<file path="src/pdc_pkg.sv">
// Package for the PPPoE session decapsulator: item types, header constants,
// control state encoding and the cell control struct. No dependencies.
`timescale 1ns / 1ps

package pdc_pkg;

  // Header geometry
  localparam int HdrLen   = 22;
  localparam int MacLen   = 12;
  localparam int StripLen = MacLen + 2;
  localparam int PosW     = $clog2(HdrLen + 1);

  // Field values
  localparam logic [15:0] EtypePppoeSess = 16'h8864;
  localparam logic [15:0] PppProtoIpv4   = 16'h0021;
  localparam logic [15:0] PppProtoIpv6   = 16'h0057;
  localparam logic [15:0] EtypeIpv4      = 16'h0800;
  localparam logic [15:0] EtypeIpv6      = 16'h86DD;
  localparam logic [15:0] SessionAny     = 16'h0000;

  typedef struct packed {
    logic [7:0] in_byte;
    logic       in_last;
  } in_item_t;

  typedef struct packed {
    logic [7:0] out_byte;
    logic       out_last;
    logic       out_stripped;
  } out_item_t;

  typedef enum logic [1:0] {
    ST_COLLECT,
    ST_FLUSH,
    ST_PASS
  } state_t;

  // Per-cell control: shift moves the neighbour's byte in, load takes new data
  typedef struct packed {
    logic shift;
    logic load;
  } cell_ctl_t;

endpackage

</file>
<file path="src/pdc_cell.sv">
// One header cell of the decapsulator chain: holds a byte, loads it from the
// stream and hands it to its lower neighbour while the header drains. Uses pdc_pkg.
`timescale 1ns / 1ps

module pdc_cell
  import pdc_pkg::*;
(
  input  logic       clk,
  input  cell_ctl_t  ctl,
  input  logic [7:0] load_data,
  input  logic [7:0] nbr_data,
  output logic [7:0] data
);

  // Shift takes priority; load captures a header byte
  always_ff @(posedge clk) begin
    if (ctl.shift) begin
      data <= nbr_data;
    end else if (ctl.load) begin
      data <= load_data;
    end
  end

endmodule

</file>
<file path="src/pppoe_session_decap.sv">
// Top level of the PPPoE session decapsulator: control sequencer, header judge,
// the chain of pdc_cell header cells and the output register. Uses pdc_pkg.
`timescale 1ns / 1ps
//
// Usage:
//   in_valid/in_stall/in_item carry one frame byte per item (in_byte, in_last).
//   out_valid/out_stall/out_item deliver output bytes (out_byte, out_last,
//   out_stripped). An item moves on an edge with valid high and stall low.
//   match_session_we writes match_session (0 accepts any session); write it
//   only while the block is idle.
// Timing:
//   The first 22 bytes of a frame are taken one per cycle into a row of 22
//   cells and produce nothing. When the 22nd byte (or an earlier last byte)
//   arrives, the row drains from cell 0, one byte per cycle while the output
//   is not stalled: 14 bytes for a stripped header, 22 for an unchanged one,
//   the held count for a short frame. in_stall is high during that drain.
//   Later bytes pass through the output register, one per unstalled cycle.
// Reset (rst, synchronous): empties the output register, clears the header
//   count and the stored session ID; the next byte starts a new frame.
// Stall: a stalled output item is held; the drain pauses and in_stall rises
//   for payload bytes until the output register frees.
//
module pppoe_session_decap
  import pdc_pkg::*;
(
  input  logic       clk,
  input  logic       rst,
  input  logic       match_session_we,
  input  logic [15:0] match_session,
  input  logic       in_valid,
  output logic       in_stall,
  input  in_item_t   in_item,
  output logic       out_valid,
  input  logic       out_stall,
  output out_item_t  out_item
);

  state_t          state, state_next;
  logic [PosW-1:0] pos, pos_next;
  logic [PosW-1:0] count, count_next;
  logic            flush_last, flush_last_next;
  logic            strip_flag, strip_flag_next;
  logic [15:0]     session_reg;
  logic            out_valid_next;
  out_item_t       out_item_next;

  logic [7:0]      cell_q [HdrLen];
  logic            in_acc;
  logic            out_free;
  logic            col_acc;
  logic            decide;
  logic            drain;
  logic            v4, v6, ok;
  logic [15:0]     etype, sess, proto, l3;

  // Handshake
  assign out_free = !out_valid || !out_stall;
  assign in_stall = (state == ST_FLUSH) || ((state == ST_PASS) && !out_free);
  assign in_acc   = in_valid && !in_stall;
  assign col_acc  = in_acc && (state == ST_COLLECT);
  assign decide   = col_acc && (pos == PosW'(HdrLen - 1));
  assign drain    = (state == ST_FLUSH) && out_free;

  // Judge the header as its final byte arrives
  assign etype = {cell_q[12], cell_q[13]};
  assign sess  = {cell_q[16], cell_q[17]};
  assign proto = {cell_q[20], in_item.in_byte};
  assign v4    = (proto == PppProtoIpv4);
  assign v6    = (proto == PppProtoIpv6);
  assign ok    = (etype == EtypePppoeSess) && (v4 || v6) &&
                 ((session_reg == SessionAny) || (sess == session_reg));
  assign l3    = v6 ? EtypeIpv6 : EtypeIpv4;

  // Hold the configured session ID
  always_ff @(posedge clk) begin
    if (rst) begin
      session_reg <= '0;
    end else if (match_session_we) begin
      session_reg <= match_session;
    end
  end

  // Row of header cells
  for (genvar k = 0; k < HdrLen; k++) begin : g_cell
    cell_ctl_t  ctl;
    logic [7:0] ld;
    logic [7:0] nbr;

    if (k == MacLen || k == MacLen + 1) begin : g_etype
      assign ld = (decide && ok) ? ((k == MacLen) ? l3[15:8] : l3[7:0]) : in_item.in_byte;
      assign ctl.load = (col_acc && (pos == PosW'(k))) || (decide && ok);
    end else begin : g_plain
      assign ld = in_item.in_byte;
      assign ctl.load = col_acc && (pos == PosW'(k));
    end
    assign ctl.shift = drain;

    if (k == HdrLen - 1) begin : g_end
      assign nbr = 8'h00;
    end else begin : g_mid
      assign nbr = cell_q[k + 1];
    end

    pdc_cell u_cell (
      .clk       (clk),
      .ctl       (ctl),
      .load_data (ld),
      .nbr_data  (nbr),
      .data      (cell_q[k])
    );
  end

  // State register and control registers
  always_ff @(posedge clk) begin
    if (rst) begin
      state      <= ST_COLLECT;
      pos        <= '0;
      count      <= '0;
      flush_last <= 1'b0;
      strip_flag <= 1'b0;
      out_valid  <= 1'b0;
    end else begin
      state      <= state_next;
      pos        <= pos_next;
      count      <= count_next;
      flush_last <= flush_last_next;
      strip_flag <= strip_flag_next;
      out_valid  <= out_valid_next;
    end
  end

  // Output payload register
  always_ff @(posedge clk) begin
    out_item <= out_item_next;
  end

  // Next state and outputs
  always_comb begin
    state_next      = state;
    pos_next        = pos;
    count_next      = count;
    flush_last_next = flush_last;
    strip_flag_next = strip_flag;
    out_valid_next  = out_valid && out_stall;
    out_item_next   = out_item;
    case (state)
      ST_COLLECT: begin
        if (col_acc) begin
          pos_next = pos + PosW'(1);
          if (decide) begin
            state_next      = ST_FLUSH;
            count_next      = ok ? PosW'(StripLen) : PosW'(HdrLen);
            flush_last_next = in_item.in_last;
            strip_flag_next = ok;
          end else if (in_item.in_last) begin
            state_next      = ST_FLUSH;
            count_next      = pos + PosW'(1);
            flush_last_next = 1'b1;
          end
        end
      end
      ST_FLUSH: begin
        if (drain) begin
          out_valid_next         = 1'b1;
          out_item_next.out_byte = cell_q[0];
          out_item_next.out_last = flush_last && (count == PosW'(1));
          out_item_next.out_stripped = strip_flag;
          count_next = count - PosW'(1);
          if (count == PosW'(1)) begin
            pos_next = '0;
            if (flush_last) begin
              state_next      = ST_COLLECT;
              strip_flag_next = 1'b0;
            end else begin
              state_next = ST_PASS;
            end
          end
        end
      end
      ST_PASS: begin
        if (in_acc) begin
          out_valid_next             = 1'b1;
          out_item_next.out_byte     = in_item.in_byte;
          out_item_next.out_last     = in_item.in_last;
          out_item_next.out_stripped = strip_flag;
          if (in_item.in_last) begin
            state_next      = ST_COLLECT;
            strip_flag_next = 1'b0;
          end
        end
      end
      default: begin
        state_next = ST_COLLECT;
      end
    endcase
  end

`ifndef ASSERT_OFF
  // A drain always has bytes left to emit
  a_flush_count: assert property (@(posedge clk) disable iff (rst)
    (state == ST_FLUSH) |-> (count != '0))
    else $error("drain with empty count");

  // A last byte while collecting starts a drain
  a_last_flush: assert property (@(posedge clk) disable iff (rst)
    (col_acc && in_item.in_last) |=> (state == ST_FLUSH))
    else $error("last header byte did not start a drain");

  // No strip mark survives into a new frame
  a_strip_clear: assert property (@(posedge clk) disable iff (rst)
    (state == ST_COLLECT) |-> !strip_flag)
    else $error("strip flag set while collecting");

  // A stripped header drains 14 bytes
  a_strip_len: assert property (@(posedge clk) disable iff (rst)
    (decide && ok) |=> (count == PosW'(StripLen)))
    else $error("stripped header length wrong");
`endif

endmodule

</file>
<file path="config.mk">
export PLATFORM = sky130hd
export DESIGN_NAME = pppoe_session_decap
export DESIGN_NICKNAME = d
export VERILOG_FILES = /design/src/pdc_pkg.sv /design/src/pdc_cell.sv /design/src/pppoe_session_decap.sv
export SDC_FILE = /design/constraint.sdc
export NUM_CORES = 1
export LEC_CHECK = 0
export ABC_AREA = 1
export BUFFER_PORTS_ARGS = -buffer_cell sky130_fd_sc_hd__buf_2
export CORE_ASPECT_RATIO = 1.5
export CORE_MARGIN = 2
export CORE_UTILIZATION = 30
export CTS_CLUSTER_DIAMETER = 80
export DETAILED_ROUTE_END_ITERATION = 7
export GPL_ROUTABILITY_DRIVEN = 0
export PLACE_DENSITY = 0.54
export SYNTH_ARGS = -nofsm -noshare
export SYNTH_HDL_FRONTEND = slang
export SYNTH_SLANG_ARGS = --single-unit
</file>
<file path="constraint.sdc">
create_clock -name clk -period 3 [get_ports clk]
set_input_delay 0.15 -clock clk [delete_from_list [all_inputs] [get_ports clk]]
set_output_delay 0.15 -clock clk [all_outputs]
set_load 0.1 [all_outputs]
</file>
==> run metrics <==
outcome=finished, violations left; failing checks=hold timing; mean post-synth cell area=9.763 sq um; Flop pwr share=41.9%; TritonRoute pass-1 iters=5; Final Hold Fails=1; worst path cell trace=inv_1 -> ha_1 -> inv_8 -> nand4_4 -> inv_4 -> nand3_1 -> o21ai_0; r2r setup slk=0.45 ns; total number of vias=6825; core area=0.03193 sq mm; Post-Synth Simple-Gate Area=20.99%; dpl hpwl=15990 microns; number of synthesized flops with an enable pin=178; Inserted Clock Buffers=22; Ys Warns=0; main combinational cell family by area after synthesis=simple AND/OR/NAND/NOR gates; Clock power frac=21.8%; Hold Path Class=in -> reg; DRC Markers=0; Tmin final=2.549 ns; Bufs and invs on worst path=3; synthesized area=0.009753 sq mm; Top Family by Delay on Critical Path=compound AO/OA/AOI/OAI gates; slew margin rel.=31.40%; Antenna Nets Post-Route=0; Mapped Cells=999; Worst Setup Path Type=reg -> reg; fraction of synthesized area in multiplexers=0%; CP startpoint=state[1]; routed wire length per instance=15.15 microns; CP max FO=10; r2r worst-path depth=7; nets@finish=1113; Post-synth ARST share=0%; layout cells sized above 1=13.62%; Design Power=12.25 mW; total setup buffers inserted after CTS=0; Least-Margin Pin Slew=1.018 ns; # IOs=42; Clock Skew=0.01148 ns; Comb pwr share=36.4%; leading cell type in the layout, fill and taps excluded=nand2_1; worst r2r src=state[1]; CP arrival=2.68 ns; MaxCap Viol Count=0; die area=0.03400 sq mm; GRT overflow=0; # placed instances=1432; post-synthesis sequential area ratio=62.81%; Die Span Y=224.8 microns; CP Capture Type=flop; maximum clock path buffer count=3; diode count=0; Synth Area in Compound Gates=7.915%; TritonCTS clock tree=yes; worst r2r dst=g_cell[3].u_cell.data[2]; Slew Viols, Final=0; Req. time, crit path=3.13 ns; CP startpoint kind=flop; unrepaired setup endpoints after global routing=false; CTS Root Cell=clkbuf_16; cells resized by post-CTS repair=0; # rows=80; Max H-tree Level=1; LEAKAGE=4.628 nW; hold_ws=-0.005969 ns; Initial DRC Count=398; fin crit share=84.96%; Util after Layout=35.66%; I/O Buffers=41; pwr/cell area=1076 mW/mm^2; worst ir drop on vdd=0.0006019 V; max reg flops=176; ys flop type=edfxtp_1; Global Route Usage Sum=13.64%; design internal power=7.433 mW; Levels on crit path=7; vias in the first global route=6868; Final Non-Filler Cells=1497; #FFs+latches synth=217; sw power=4.815 mW; initial antenna violation count=0; global-route wire length before repair=36610 microns; Crit path largest cell delay=0.83 ns; Fmax=392.3 MHz; syn nets=1040; clock slew at reported path FFs=0.06 ns; setup TNS=0 ns; pin count of the biggest net entering global routing=79; Post-Synth XOR/XNOR Area=0.1796%; final WL=22680 microns; most frequent cells in the layout=nand2_1, edfxtp_1, o21ai_0, inv_1, nor2_1; fillers=3205; Worst path slowest cell=o21ai_0; final setup fails=0; Initial Util=30.54%; Synth cell types=41; DR vias/cell=4.559; Switching Share=39.31%; worst setup path end=g_cell[3].u_cell.data[2]; CTS sink count=217; area grow syn2layout=16.74%; later-pin clock latency in the skew report=0.52 ns; area share of fa/ha/maj cells after synthesis=1.411%; Die Wd=151.2 microns; cts hold-fix bufs=26
==> synthesized netlist by cell type (4+ instances only) <==
library cell / count / share of area (%)
a21oi_1: 33 / 1.7
buf_2: 28 / 1.4
buf_6: 5 / 0.58
clkbuf_1: 12 / 0.46
dfxtp_1: 39 / 8.0
edfxtp_1: 178 / 55
ha_1: 11 / 1.4
inv_1: 80 / 3.1
inv_2: 10 / 0.38
nand2_1: 366 / 14
nand2_4: 5 / 0.58
nand3_1: 17 / 0.87
nand4_1: 11 / 0.71
nor2_1: 58 / 2.2
nor2_4: 4 / 0.46
nor3_1: 7 / 0.36
o21ai_0: 89 / 4.6
o21ai_1: 8 / 0.41
==> cell families after synthesis <==
kind of cell    Yosys count
xor+xnor                  2
compound gates          143
buf+inv                 145
flops                   217
simple gates            481
fa+ha+maj                11
==> stage by stage <==
step,setup WS [ns],cell area [sq um]
after floorplan,0.4411,9753
after global placement,0.4875,10420
after detailed placement,0.4053,10420
after CTS,0.4177,11390
after global routing,0.1828,11390
final,0.4511,11390
==> power groups by stage <==
stage | Clock [mW] | Combinational (mW) | Sequential, mW
after floorplan | 0 | 2.75 | 5.63
after global placement | 0 | 4.43 | 5.18
after detailed placement | 0 | 4.48 | 5.19
after CTS | 2.73 | 4.52 | 5.14
after global routing | 2.85 | 4.98 | 5.23
final | 2.67 | 4.45 | 5.13
==> how the worst min path moves through the flow <==
stage                          start              to  slack (ns)  cells after the start
finish              match_session[0]  session_reg[0]      -0.006                      3
global route        match_session[0]  session_reg[0]       0.003                      3
CTS                 match_session[1]  session_reg[1]        0.01                      3
detailed placement        strip_flag     out_item[0]        0.42                      0
global placement          strip_flag     out_item[0]        0.42                      0
floorplan                 in_item[0]      flush_last        0.30                      2
==> worst register-to-register path, cell delays in order (launching register included) <==
cell and delay, ns:
dfxtp_1 0.38, inv_1 0.08, ha_1 0.35, inv_8 0.11, nand4_4 0.16, inv_4 0.13, nand3_1 0.14, o21ai_0 0.83
==> routing by layer <==
| metal | vias to the layer above | GRT usage [%] | wire length [microns] |
|---|---|---|---|
| li1 | 3424 | - | - |
| met1 | 3259 | 16.10 | 9274 |
| met2 | 107 | 25.37 | 12200 |
| met3 | 35 | 1.542 | 632 |
| met4 | 0 | 4.432 | 572 |
| met5 | - | 0 | 0 |
==> area by class of cell <==
class | count | area (sq um) | share of cell area, %
multi-input combinational | 637 | 2974 | 26.12
clock buffer | 25 | 581.8 | 5.110
timing repair buffer | 98 | 698.2 | 6.132
clock inverter | 14 | 120.1 | 1.055
sequential | 217 | 6126 | 53.80
inverter | 96 | 372.9 | 3.275
tap | 410 | 513.0 | 4.506
No activity file was read; power rests on OpenSTA's default activity.
